===== config.mk =====
export PLATFORM = sky130hd
export DESIGN_NAME = ffra_front
export DESIGN_NICKNAME = d
export VERILOG_FILES = /design/src/sv/ffra_pkg.sv /design/src/sv/ffra_front.sv
export SDC_FILE = /design/constraint.sdc
export NUM_CORES = 1
export LEC_CHECK = 0
export BUFFER_PORTS_ARGS = -buffer_cell sky130_fd_sc_hd__buf_4
export CAP_MARGIN = 20
export CORE_MARGIN = 2
export CORE_UTILIZATION = 31
export DETAILED_ROUTE_END_ITERATION = 8
export PLACE_DENSITY_LB_ADDON = 0.1
export SLEW_MARGIN = 15
export SYNTH_ARGS = -nofsm -noshare
export SYNTH_HDL_FRONTEND = slang
export SYNTH_SLANG_ARGS = --single-unit

===== constraint.sdc =====
create_clock -name vclk -period 2.9
set_clock_uncertainty 0.05 [all_clocks]
set_input_delay 0.435 -clock vclk [all_inputs]
set_output_delay 0.435 -clock vclk [all_outputs]
set_load 0.005 [all_outputs]

===== src/sv/ffra_pkg.sv =====
// ----------------------------------------------------------------------------
// ffra_pkg
// Shared types and constants of the frame-fenced ring allocator.
// ----------------------------------------------------------------------------
package ffra_pkg;

	// Ring sizing
	localparam int unsigned QUEUE_DEPTH = 64;
	localparam int unsigned ALIGN_BYTES = 256;
	localparam int unsigned MAX_BYTES   = 16777216;

	// Field widths fixed by the interface
	localparam int unsigned FUNC_W   = 2;
	localparam int unsigned SZ_W     = 25;
	localparam int unsigned FRAME_W  = 32;
	localparam int unsigned OFS_W    = 24;
	localparam int unsigned ADDR_W   = 64;
	localparam int unsigned STATUS_W = 2;
	localparam int unsigned FREED_W  = 7;
	localparam int unsigned CFG_IDX_W  = 8;
	localparam int unsigned CFG_DATA_W = 64;

	// Derived widths
	localparam int unsigned PTR_W = (QUEUE_DEPTH > 1) ? $clog2(QUEUE_DEPTH) : 1;
	localparam int unsigned CNT_W = $clog2(QUEUE_DEPTH + 1);

	// Command queue between front and back end
	localparam int unsigned CMDQ_DEPTH = 2;
	localparam int unsigned CMDQ_PTR_W = (CMDQ_DEPTH > 1) ? $clog2(CMDQ_DEPTH) : 1;
	localparam int unsigned CMDQ_CNT_W = $clog2(CMDQ_DEPTH + 1);

	// Configuration register indices
	localparam logic [CFG_IDX_W-1:0] REG_TOTAL_SIZE   = CFG_IDX_W'(0);
	localparam logic [CFG_IDX_W-1:0] REG_BASE_ADDRESS = CFG_IDX_W'(1);

	// Reset value of the region size register
	localparam logic [SZ_W-1:0] TOTAL_SIZE_RST = SZ_W'(16777216);

	typedef enum logic [FUNC_W-1:0] {
		FN_ALLOC = 2'd0,
		FN_FREE  = 2'd1,
		FN_RESET = 2'd2
	} func_t;

	typedef enum logic [STATUS_W-1:0] {
		ST_OK       = 2'd0,
		ST_NO_SPACE = 2'd1,
		ST_BAD_SIZE = 2'd2,
		ST_Q_FULL   = 2'd3
	} status_t;

	typedef enum logic [1:0] {
		BK_IDLE,
		BK_FREE_START,
		BK_FREE_WALK
	} bk_state_t;

	// Classified request handed from front to back end
	typedef struct packed {
		func_t             func;
		logic              bad;
		logic [SZ_W-1:0]   size;
		logic [FRAME_W-1:0] frame;
	} cmd_t;

	// One allocation record
	typedef struct packed {
		logic [FRAME_W-1:0] frame;
		logic [OFS_W-1:0]   offset;
		logic [SZ_W-1:0]    size;
	} rec_t;

	// One result
	typedef struct packed {
		status_t            status;
		logic [ADDR_W-1:0]  address;
		logic [OFS_W-1:0]   offset;
		logic [FREED_W-1:0] freed;
	} res_t;

endpackage


===== src/sv/ffra_front.sv =====
// ----------------------------------------------------------------------------
// ffra_front
// Request intake: align the size and flag zero sizes and sizes the region cannot hold.
// ----------------------------------------------------------------------------
module ffra_front import ffra_pkg::*; (
	input  logic               push,
	output logic               full,
	input  logic [FUNC_W-1:0]  func,
	input  logic [SZ_W-1:0]    req_size,
	input  logic [FRAME_W-1:0] frame,
	input  logic [SZ_W-1:0]    eff_size,
	input  logic               q_full,
	output logic               cmd_push,
	output cmd_t               cmd
);

	localparam logic [SZ_W:0] ALIGN_M1 = (SZ_W+1)'(ALIGN_BYTES - 1);

	logic [SZ_W:0] sum;
	logic [SZ_W:0] aligned;

	always_comb begin
		sum     = {1'b0, req_size} + ALIGN_M1;
		aligned = sum & ~ALIGN_M1;
		cmd.func  = func_t'(func);
		cmd.size  = aligned[SZ_W-1:0];
		cmd.frame = frame;
		cmd.bad   = (aligned == '0) || (aligned > {1'b0, eff_size});
	end

	assign full     = q_full;
	assign cmd_push = push & ~q_full;

endmodule


==> impl_metrics.toml <==
[placement]
dp_hpwl_mm = 3.110
placed_area_sq_um = 1797
place_congestion = 0.8395
numPortBuffers = 72
dpl.cell_count = 282

[routing]
antenna_left = 0
routed_wl_mm = 3.451
drc = 0
viasPerCell = 4.640
dr.first_iter.drc_count = 28
dr.pass1.iters = 4
num_vias = 1327
wl_per_cell_microns = 12.07

[critical_path]
crit_chain = "buf_6 -> and3_4 -> and4_4 -> and4_4 -> nand2_1 -> xnor2_1 -> ha_1 -> nand4_1 -> buf_4 -> nor2_1 -> o211ai_1 -> o2111ai_1 -> a32o_1 -> buf_4"
crit_family = "simple AND/OR/NAND/NOR gates"
cp-start-kind = "primary input"
end_kind = "primary output"
path_buf_inv = 3
cp.arrival_ns = 2.76
critPathMaxStageDelay_ns = 0.28
crit_slowest_cell = "and4_4"
critPathRequiredTime_ns = 2.41
cp_max_fo = 5
worstSetupPathType = "primary input to primary output"

[run_status]
status = "finished with violations"
violations = "negative setup slack"

[power_and_ir_drop]
power.leakage_nw = 0.9689
power.density_nw_per_um2 = 127.9
irDropWorstVdd_v = 0.00004808

[sta]
slew_violations = 0
setup_ws_ns = -0.3432
fmax_mhz = 308.3
finalCritPeriodShare_pct = 111.8
finalHoldViolCount = 0
finalCriticalPeriod_ns = 3.243
setup_viol = 1
rsz0062_at_grt = "true"

[synth]
ys_types = 33
synth_area_leader_cell = "buf_4"
synth_warnings = 0
ys_seq_area_share_pct = 0
synth_cells = 166
synth_area_per_cell_sq_um = 7.311
syn-cell-area_sq_um = 1214
synth_area_leaders = "buf_4 (27%), ha_1 (18%), xnor2_1 (9.4%)"
synth.top_cell.area_share_pct = 26.60

[cells_and_area]
instances_no_fill = 286
seqCellArea_sq_um = 0
finalInstanceArea_sq_um = 1869
clockBufferCount = 0
antenna_cells = 0
drive_gt1_share_pct = 52.94
final_net_count = 343
nFillCells = 379
design.seq.count = 0
syn_to_final_growth_pct = 54.02
final_util_pct = 50.30

[min_path]
min-delay-start = "frame[10]"
worstHoldEndpoint = "cmd[10]"
hold_depth = 0
min_path_type = "primary input to primary output"

[global_route]
grt_max_degree = 7
antenna_found_initial = 0
grt_pass1_wl_mm = 5.375
track_usage_pct = 14.89
gr-total-overflow = 0
grt_pass1_vias = 1294

[die]
die_x_microns = 66.57
pin_count = 148
die_area_sq_um = 4432
coreArea_sq_um = 3716
start_util_pct = 32.66
row_count = 22
die_h_microns = 66.57

[clock_tree]
cts_hold_buffers = 0

[flow_run]
cap_violations = 0
power by group:
| part | internal [W] | leakage (nW) | switching, W |
|---|---|---|---|
| logic | 0.000141 | 0.969 | 0.0000978 |
| registers | 0 | 0 | 0 |
| clock network | 0 | 0 | 0 |
| total | 0.000141 | 0.969 | 0.0000978 |
worst max path at each step:
stage,start,end,slack (ns),cells past startpoint
after floorplan,req_size[10],cmd[57],-0.07,11
after global placement,req_size[12],cmd[57],-0.38,13
after detailed placement,req_size[10],cmd[57],-0.45,13
after CTS,req_size[11],cmd[57],-0.39,13
after global routing,req_size[11],cmd[57],-0.50,13
final,req_size[11],cmd[57],-0.34,14
final cells by class:
| type | count | area [sq um] | share of cell area (%) |
|---|---|---|---|
| multi-input combinational | 111 | 915.9 | 49.00 |
| timing repair buffer | 108 | 822.0 | 43.98 |
| inverter | 19 | 71.32 | 3.815 |
| tap | 48 | 60.06 | 3.213 |
cells by family after synthesis:
group | count (synthesis) | share of synthesized area (%)
compound gates | 19 | 10.10
other cells | 1 | 0.3090
mux | 1 | 0.8248
xor+xnor | 17 | 12.27
simple gates | 49 | 26.49
buf+inv | 62 | 32.47
fa+ha+maj | 17 | 17.53
metal layers:
metal  routed length, microns  vias up  global-route usage, %
met3                      252       16                  1.689
met5                        0        -                      0
met2                     1698       52                  26.00
met4                       73        0                  4.082
met1                     1426      593                  19.17
li1                         -      666                      -
cell usage after synthesis (3+ instances only):
cell,number
a21oi_1,6
nand4_1,6
nor2_1,6
buf_4,43
xnor2_1,13
inv_1,18
nand3_1,6
nor4_1,3
ha_1,17
xor2_1,4
nand2_1,14
timing repair:
action | 4_1_cts | 5_1_grt
buffers inserted | 2 | 2
endpoints found under the setup margin | 1 | 1
pin swaps | 9 | 11
gates resized for setup | 5 | 3
stage by stage:
| step | total power [W] | TNS, ns | hold slack (ns) | worst slack [ns] |
|---|---|---|---|---|
| 2_1_floorplan | 0.0001294 | -0.07375 | 0.8502 | -0.07375 |
| 3_3_place_gp | 0.0002291 | -0.3780 | 0.8200 | -0.3780 |
| 3_5_place_dp | 0.0002319 | -0.4473 | 0.8200 | -0.4473 |
| 4_1_cts | 0.0002378 | -0.3864 | 0.8200 | -0.3864 |
| 5_1_grt | 0.0002652 | -0.4978 | 0.8200 | -0.4978 |
| 6_report | 0.0002391 | -0.3432 | 0.8200 | -0.3432 |
cell usage in the layout (no fill, tap or decap), types with 3 or more instances in the layout:
master | synthesis | layout
a21oi_1 | 6 | 6
buf_4 | 43 | 105
buf_6 | 0 | 3
conb_1 | 1 | 8
ha_1 | 17 | 17
inv_1 | 18 | 18
nand2_1 | 14 | 13
nand3_1 | 6 | 4
nand4_1 | 6 | 6
nor2_1 | 6 | 6
nor4_4 | 2 | 3
xnor2_1 | 13 | 11
xor2_1 | 4 | 4
(Power assumes the default switching activity.)
