[config.mk]
export PLATFORM = sky130hd
export DESIGN_NAME = ffra_cmdq
export DESIGN_NICKNAME = d
export VERILOG_FILES = /design/src/sv/ffra_pkg.sv /design/src/sv/ffra_cmdq.sv
export SDC_FILE = /design/constraint.sdc
export NUM_CORES = 1
export LEC_CHECK = 0
export BUFFER_PORTS_ARGS = -buffer_cell sky130_fd_sc_hd__buf_2
export CAP_MARGIN = 15
export CORE_UTILIZATION = 45
export CTS_BUF_LIST = sky130_fd_sc_hd__clkbuf_8
export CTS_CLUSTER_SIZE = 24
export DETAILED_ROUTE_END_ITERATION = 6
export GPL_ROUTABILITY_DRIVEN = 0
export PLACE_DENSITY = 0.68
export SETUP_SLACK_MARGIN = 0.1
export SLEW_MARGIN = 25
export SYNTH_ARGS = -nofsm -noshare
export SYNTH_HDL_FRONTEND = slang
export SYNTH_SLANG_ARGS = --single-unit
export TNS_END_PERCENT = 30
[constraint.sdc]
create_clock -name clk -period 4.9 [get_ports clk]
set_input_delay 1.225 -clock clk [delete_from_list [all_inputs] [get_ports clk]]
set_output_delay 1.225 -clock clk [all_outputs]
set_load 0.01 [all_outputs]
[src/sv/ffra_pkg.sv]
// ----------------------------------------------------------------------------
// ffra_pkg
// Shared types and constants of the frame-fenced ring allocator.
// ----------------------------------------------------------------------------
package ffra_pkg;

	// Ring sizing
	localparam int unsigned QUEUE_DEPTH = 64;
	localparam int unsigned ALIGN_BYTES = 256;
	localparam int unsigned MAX_BYTES   = 16777216;

	// Field widths fixed by the interface
	localparam int unsigned FUNC_W   = 2;
	localparam int unsigned SZ_W     = 25;
	localparam int unsigned FRAME_W  = 32;
	localparam int unsigned OFS_W    = 24;
	localparam int unsigned ADDR_W   = 64;
	localparam int unsigned STATUS_W = 2;
	localparam int unsigned FREED_W  = 7;
	localparam int unsigned CFG_IDX_W  = 8;
	localparam int unsigned CFG_DATA_W = 64;

	// Derived widths
	localparam int unsigned PTR_W = (QUEUE_DEPTH > 1) ? $clog2(QUEUE_DEPTH) : 1;
	localparam int unsigned CNT_W = $clog2(QUEUE_DEPTH + 1);

	// Command queue between front and back end
	localparam int unsigned CMDQ_DEPTH = 2;
	localparam int unsigned CMDQ_PTR_W = (CMDQ_DEPTH > 1) ? $clog2(CMDQ_DEPTH) : 1;
	localparam int unsigned CMDQ_CNT_W = $clog2(CMDQ_DEPTH + 1);

	// Configuration register indices
	localparam logic [CFG_IDX_W-1:0] REG_TOTAL_SIZE   = CFG_IDX_W'(0);
	localparam logic [CFG_IDX_W-1:0] REG_BASE_ADDRESS = CFG_IDX_W'(1);

	// Reset value of the region size register
	localparam logic [SZ_W-1:0] TOTAL_SIZE_RST = SZ_W'(16777216);

	typedef enum logic [FUNC_W-1:0] {
		FN_ALLOC = 2'd0,
		FN_FREE  = 2'd1,
		FN_RESET = 2'd2
	} func_t;

	typedef enum logic [STATUS_W-1:0] {
		ST_OK       = 2'd0,
		ST_NO_SPACE = 2'd1,
		ST_BAD_SIZE = 2'd2,
		ST_Q_FULL   = 2'd3
	} status_t;

	typedef enum logic [1:0] {
		BK_IDLE,
		BK_FREE_START,
		BK_FREE_WALK
	} bk_state_t;

	// Classified request handed from front to back end
	typedef struct packed {
		func_t             func;
		logic              bad;
		logic [SZ_W-1:0]   size;
		logic [FRAME_W-1:0] frame;
	} cmd_t;

	// One allocation record
	typedef struct packed {
		logic [FRAME_W-1:0] frame;
		logic [OFS_W-1:0]   offset;
		logic [SZ_W-1:0]    size;
	} rec_t;

	// One result
	typedef struct packed {
		status_t            status;
		logic [ADDR_W-1:0]  address;
		logic [OFS_W-1:0]   offset;
		logic [FREED_W-1:0] freed;
	} res_t;

endpackage

[src/sv/ffra_cmdq.sv]
// ----------------------------------------------------------------------------
// ffra_cmdq
// Short command queue decoupling intake from execution.
// ----------------------------------------------------------------------------
module ffra_cmdq import ffra_pkg::*; (
	input  logic clk,
	input  logic arst_n,
	input  logic wr_en,
	input  cmd_t wr_cmd,
	output logic q_full,
	input  logic rd_en,
	output logic rd_valid,
	output cmd_t rd_cmd
);

	cmd_t                  entry_q [CMDQ_DEPTH];
	logic [CMDQ_PTR_W-1:0] wr_ptr_q;
	logic [CMDQ_PTR_W-1:0] rd_ptr_q;
	logic [CMDQ_CNT_W-1:0] count_q;

	logic do_wr;
	logic do_rd;

	function automatic logic [CMDQ_PTR_W-1:0] bump(input logic [CMDQ_PTR_W-1:0] p);
		logic [CMDQ_PTR_W-1:0] r;
		r = (p == CMDQ_PTR_W'(CMDQ_DEPTH - 1)) ? '0 : p + 1'b1;
		return r;
	endfunction

	assign q_full   = (count_q == CMDQ_CNT_W'(CMDQ_DEPTH));
	assign rd_valid = (count_q != '0);
	assign rd_cmd   = entry_q[rd_ptr_q];
	assign do_wr    = wr_en & ~q_full;
	assign do_rd    = rd_en & rd_valid;

	always_ff @(posedge clk or negedge arst_n) begin
		if (!arst_n) begin
			wr_ptr_q <= '0;
			rd_ptr_q <= '0;
			count_q  <= '0;
		end else begin
			if (do_wr) wr_ptr_q <= bump(wr_ptr_q);
			if (do_rd) rd_ptr_q <= bump(rd_ptr_q);
			case ({do_wr, do_rd})
				2'b10:   count_q <= count_q + 1'b1;
				2'b01:   count_q <= count_q - 1'b1;
				default: count_q <= count_q;
			endcase
		end
	end

	always_ff @(posedge clk) begin
		if (do_wr) entry_q[wr_ptr_q] <= wr_cmd;
	end

endmodule

==> results of run 1 <==
synth_stat cells:
| cell | n |
|---|---|
| buf_6 | 7 |
| nand2b_1 | 1 |
| edfxtp_1 | 120 |
| mux2_2 | 55 |
| mux2_4 | 4 |
| and2_4 | 1 |
| xnor2_1 | 3 |
| dfrtp_1 | 4 |
| or2_1 | 1 |
| ha_1 | 1 |
| mux2_1 | 1 |
| nand2_1 | 1 |
| and3_1 | 1 |
| inv_1 | 1 |
| nor2_1 | 2 |
| xor2_1 | 2 |
power breakdown:
group | total [uW] | leakage, uW | switching (uW) | internal (uW)
Clock | 879 | 0.000199 | 387 | 492
Sequential | 1570 | 0.00116 | 123 | 1450
Combinational | 931 | 0.000822 | 467 | 464
cells by family after synthesis:
group / Yosys count / share of synthesized area (%)
multiplexers: 60 / 15.1
buffers and inverters: 8 / 1.81
flip-flops: 124 / 81.0
AND/OR/NAND/NOR: 7 / 0.849
adder cells (fa/ha/maj): 1 / 0.274
XOR/XNOR: 5 / 0.958
state kept, by name, indices dropped and copies added (netlist names):
| name | cells |
|---|---|
| count_q | 2 |
| wr_ptr_q | 1 |
| entry_q | 120 |
| rd_ptr_q | 1 |
metal layers:
layer  wire (um)  global-route usage, %  vias to the layer above
met1        3110                   16.6                     1126
li1            -                      -                     1092
met2        3810                   24.8                       93
met4         144                   7.80                        0
met5           0                      0                        -
met3         700                   8.00                       14
per-stage QoR:
step                      cell area (um2)  instances
after global placement               5330        461
after CTS                            5730        493
after floorplan                      4570        205
after detailed placement             5330        461
final                                5730        493
after global routing                 5730        493
final cells by class:
type	instances	area, um2
Clock inverter	15	159
Tap cell	133	166
Sequential cell	124	3700
Inverter	1	3.75
Multi-Input combinational cell	73	795
Clock buffer	17	234
Timing Repair Buffer	130	663
Fill cell	811	4090
worst max path at each step:
stage | startpoint | endpoint | slack, ns
4_1_cts | rd_ptr_q | rd_cmd[57] | 1.33
5_1_grt | rd_ptr_q | rd_cmd[24] | 1.26
3_3_place_gp | rd_ptr_q | rd_cmd[24] | 1.84
2_1_floorplan | wr_en | entry_q[0][0] | 0.59
3_5_place_dp | rd_ptr_q | rd_cmd[57] | 1.81
6_report | rd_ptr_q | rd_cmd[24] | 1.43
critical path: stages (launching register included):
cell     delay, ns
dfrtp_2       0.96
buf_4         0.36
mux2_2        0.36
buf_2         0.14
==> flow_summary.json, run 1 <==
{
  "drt-initial-drc-count": 96,
  "ioPinCount": 126,
  "start_util_pct": 46.6,
  "dp_slack_ns": 1.81,
  "maxSlewViolCount": 0,
  "syn_avg_cell_area_um2": 22.3,
  "hp-class": "reg2reg",
  "drt_wl_total_um": 7770,
  "maxSlewHeadroom_pct": 39.1,
  "routedWlPerCell_um": 15.8,
  "synth.area.top_cells": "edfxtp_1, mux2_2, dfrtp_1, buf_6, mux2_4",
  "yosysWarnings": 0,
  "cellPowerDensity_mw_per_mm2": 591,
  "max_freq_mhz": 288,
  "r2r_end": "entry_q[1][18]",
  "area_delta_synth_final_pct": 25.2,
  "clk_latency_ns": 0.42,
  "start_kind": "flop",
  "grt_max_degree": 39,
  "via_per_inst": 4.72,
  "hold-worst-slack_ns": 0.493,
  "fin_skew_ns": 0.00775,
  "syn_nets": 270,
  "die-width_um": 103,
  "worstRegToRegCells": 3,
  "ys_ff_latch": 124,
  "cts_max_path_buffers": 2,
  "fin_ws_ns": 1.43,
  "clk_pin_slew_ns": 0.07,
  "reg2reg_setup_slack_ns": 2.75,
  "required_ns": 3.67,
  "antenna_found_initial": 0,
  "totalPowerFinal_uw": 3380,
  "path_max_fanout": 38,
  "cts_made_buffers": 17,
  "arrival_ns": 2.25,
  "syn_inst": 205,
  "final_cell_mix": "buf_2, edfxtp_1, mux2_2",
  "hp-start": "count_q[1]",
  "post-route-min-period_ns": 3.47,
  "synth_area_mm2": 0.00457,
  "synth_top_area_cell": "edfxtp_1",
  "hold_path_end": "count_q[1]",
  "layout_commonest_cell": "buf_2",
  "clock_sinks": 124,
  "r2r_start": "count_q[0]",
  "antenna_left": 0,
  "grt_pass1_vias": 2427,
  "cts_resized": 0,
  "vias": 2325,
  "cts_hold_buffers": 0,
  "fin_crit_sh_pct": 70.8,
  "cts_tree": "done",
  "coreArea_mm2": 0.00982,
  "h-tree-depth": 4,
  "grt_overflow_total": 0,
  "crit_type": "reg2out",
  "portBuffers": 125,
  "finalHoldViolCount": 0,
  "grt_pass1_wl_um": 11400,
  "grt_setup_unrepaired": "false",
  "firstDrtPassIters": 6,
  "die_y_um": 103,
  "rows": 36,
  "drc": 0,
  "grt_usage_pct": 15.4,
  "status": "finished, final reports clean",
  "min_path_cells": 1,
  "ys_seq_area_share_pct": 81.0,
  "tns_ns": 0,
  "setup_viol": 0,
  "drv_cap": 0,
  "ys_types": 16,
  "worstMarginPinSlew_ns": 0.914,
  "vdd_drop_max_uv": 330,
  "layout-drive-gt1-share_pct": 61.4,
  "antenna_cells": 0,
  "fp.dieArea_mm2": 0.0106,
  "synth_top_area_share_pct": 78.8,
  "root_buffer": "clkbuf_8",
  "fin_nets": 412,
  "end_kind": "output pin",
  "fin_util_pct": 58.3,
  "leakagePower_uw": 0.00218,
  "post_cts_buffers": 0
}
(Power assumes the default switching activity.)
==> run 2, diff against run 1 <==
--- a/config.mk
+++ b/config.mk
@@ -12,7 +12,7 @@
 export CTS_CLUSTER_SIZE = 24
 export DETAILED_ROUTE_END_ITERATION = 6
 export GPL_ROUTABILITY_DRIVEN = 0
-export PLACE_DENSITY = 0.68
+export PLACE_DENSITY = 0.71
 export SETUP_SLACK_MARGIN = 0.1
 export SLEW_MARGIN = 25
 export SYNTH_ARGS = -nofsm -noshare
==> constraint.sdc (replaced) <==
create_clock -name clk -period 3.05 [get_ports clk]
set_input_delay 0.7625 -clock clk [delete_from_list [all_inputs] [get_ports clk]]
set_output_delay 0.7625 -clock clk [all_outputs]
set_load 0.01 [all_outputs]
==> flow_summary.json, run 2 (synthesis gave the netlist of run 1 again) <==
{
  "status": "finished, final reports clean",
  "clock_sinks": 124,
  "cts_resized": 0,
  "setup_viol": 0,
  "routedWlPerCell_um": 15.3,
  "r2r_start": "count_q[0]",
  "grt_pass1_vias": 2315,
  "antenna_found_initial": 0,
  "crit_type": "reg2out",
  "start_kind": "flop",
  "rows": 36,
  "layout-drive-gt1-share_pct": 62.4,
  "end_kind": "output pin",
  "drc": 0,
  "grt_pass1_wl_um": 10900,
  "placed_cell_area_mm2": 0.00535,
  "maxSlewViolCount": 0,
  "path_max_fanout": 37,
  "fin_skew_ns": 0.0107,
  "clk_latency_ns": 0.42,
  "arrival_ns": 1.78,
  "h-tree-depth": 4,
  "antenna_cells": 0,
  "drt-initial-drc-count": 70,
  "vias": 2310,
  "tns_ns": 0,
  "largestRegisters": "entry_q (120), count_q (2)",
  "via_per_inst": 4.70,
  "die-width_um": 103,
  "firstDrtPassIters": 4,
  "hp-class": "in2async",
  "worstMarginPinSlew_ns": 0.529,
  "cts_max_path_buffers": 2,
  "regMostFlops": "entry_q",
  "cts_made_buffers": 17,
  "reg2reg_setup_slack_ns": 1.47,
  "final_cell_mix": "buf_2, edfxtp_1, mux2_2",
  "ioPinCount": 126,
  "root_buffer": "clkbuf_8",
  "grt_setup_unrepaired": "false",
  "nFillCells": 822,
  "area_delta_synth_final_pct": 26.7,
  "largest_reg_flops": 120,
  "fp.dieArea_mm2": 0.0106,
  "cts_tree": "done",
  "r2r_end": "entry_q[0][12]",
  "clk_pin_slew_ns": 0.07,
  "antenna_left": 0,
  "cellPowerDensity_mw_per_mm2": 964,
  "grt_usage_pct": 14.8,
  "coreArea_mm2": 0.00982,
  "drt_wl_total_um": 7510,
  "maxSlewHeadroom_pct": 64.7,
  "post_cts_buffers": 0,
  "fin_nets": 411,
  "cts_hold_buffers": 0,
  "fin_crit_sh_pct": 83.2,
  "start_util_pct": 46.6,
  "post-route-min-period_ns": 2.54,
  "grt_max_degree": 61,
  "vdd_drop_max_uv": 425,
  "worstRegToRegCells": 4,
  "die_y_um": 103,
  "leakagePower_uw": 0.00220,
  "grt_overflow_total": 0,
  "dpl.hpwl_um": 4640,
  "layout_commonest_cell": "buf_2",
  "required_ns": 2.29,
  "finalHoldViolCount": 0,
  "max_freq_mhz": 394,
  "portBuffers": 125,
  "drv_cap": 0,
  "fin_area_mm2": 0.00579
}
run 2: changes by cell type in the layout (fill, tap and decap cells not counted):
| cell | delta |
|---|---|
| clkinv_4 | +3 |
| clkinv_1 | -1 |
| buf_12 | +2 |
| bufinv_16 | +1 |
| clkbuf_8 | +1 |
| buf_4 | -3 |
| clkinv_2 | -1 |
| inv_1 | -3 |
run 2: worst max path at each step:
stage,from,end,cells past startpoint
after floorplan,wr_en,entry_q[0][0],2
after global placement,rd_ptr_q,rd_cmd[21],3
after detailed placement,rd_ptr_q,rd_cmd[21],3
after CTS,rd_ptr_q,rd_cmd[21],3
after global routing,rd_ptr_q,rd_cmd[21],3
final,rd_ptr_q,rd_cmd[21],3
run 2: metal layers:
layer	vias up	GRT usage, %	part of all wire [%]
met2	90	23.5	50
li1	1095	-	-
met3	4	6.85	7.6
met4	0	6.83	0.73
met1	1121	17.2	42
met5	-	0	0
run 2: through the flow:
stage                     std cells  hold slack, ns  worst slack [ns]  utilization, %  power, uW
final                           492           0.138             0.512            59.0       5590
after global routing            492          0.0989             0.389            59.0       5880
after CTS                       492           0.113             0.455            59.0       5680
after detailed placement        460           0.481             0.931            54.5       4120
after global placement          460           0.473             0.928            54.5       4080
after floorplan                 205           0.456             0.206               -       3580
run 2: layout make-up:
| type | count | area [um2] | share of cell area [%] |
|---|---|---|---|
| Multi-Input combinational cell | 73 | 795 | 13.7 |
| Sequential cell | 124 | 3700 | 64.0 |
| Inverter | 1 | 3.75 | 0.0648 |
| Timing Repair Buffer | 129 | 681 | 11.7 |
| Clock buffer | 18 | 248 | 4.28 |
| Clock inverter | 14 | 195 | 3.37 |
| Tap cell | 133 | 166 | 2.87 |
run 2: critical path: stages, from the launching register on:
cell     delay, ns
dfrtp_2       0.35
buf_4         0.44
mux2_2        0.41
buf_2         0.14
run 2: power by group:
part | internal, uW | total (uW) | switching [uW]
registers | 2330 | 2420 | 94.6
logic | 762 | 1620 | 857
clock network | 913 | 1540 | 630
total | 4000 | 5590 | 1580
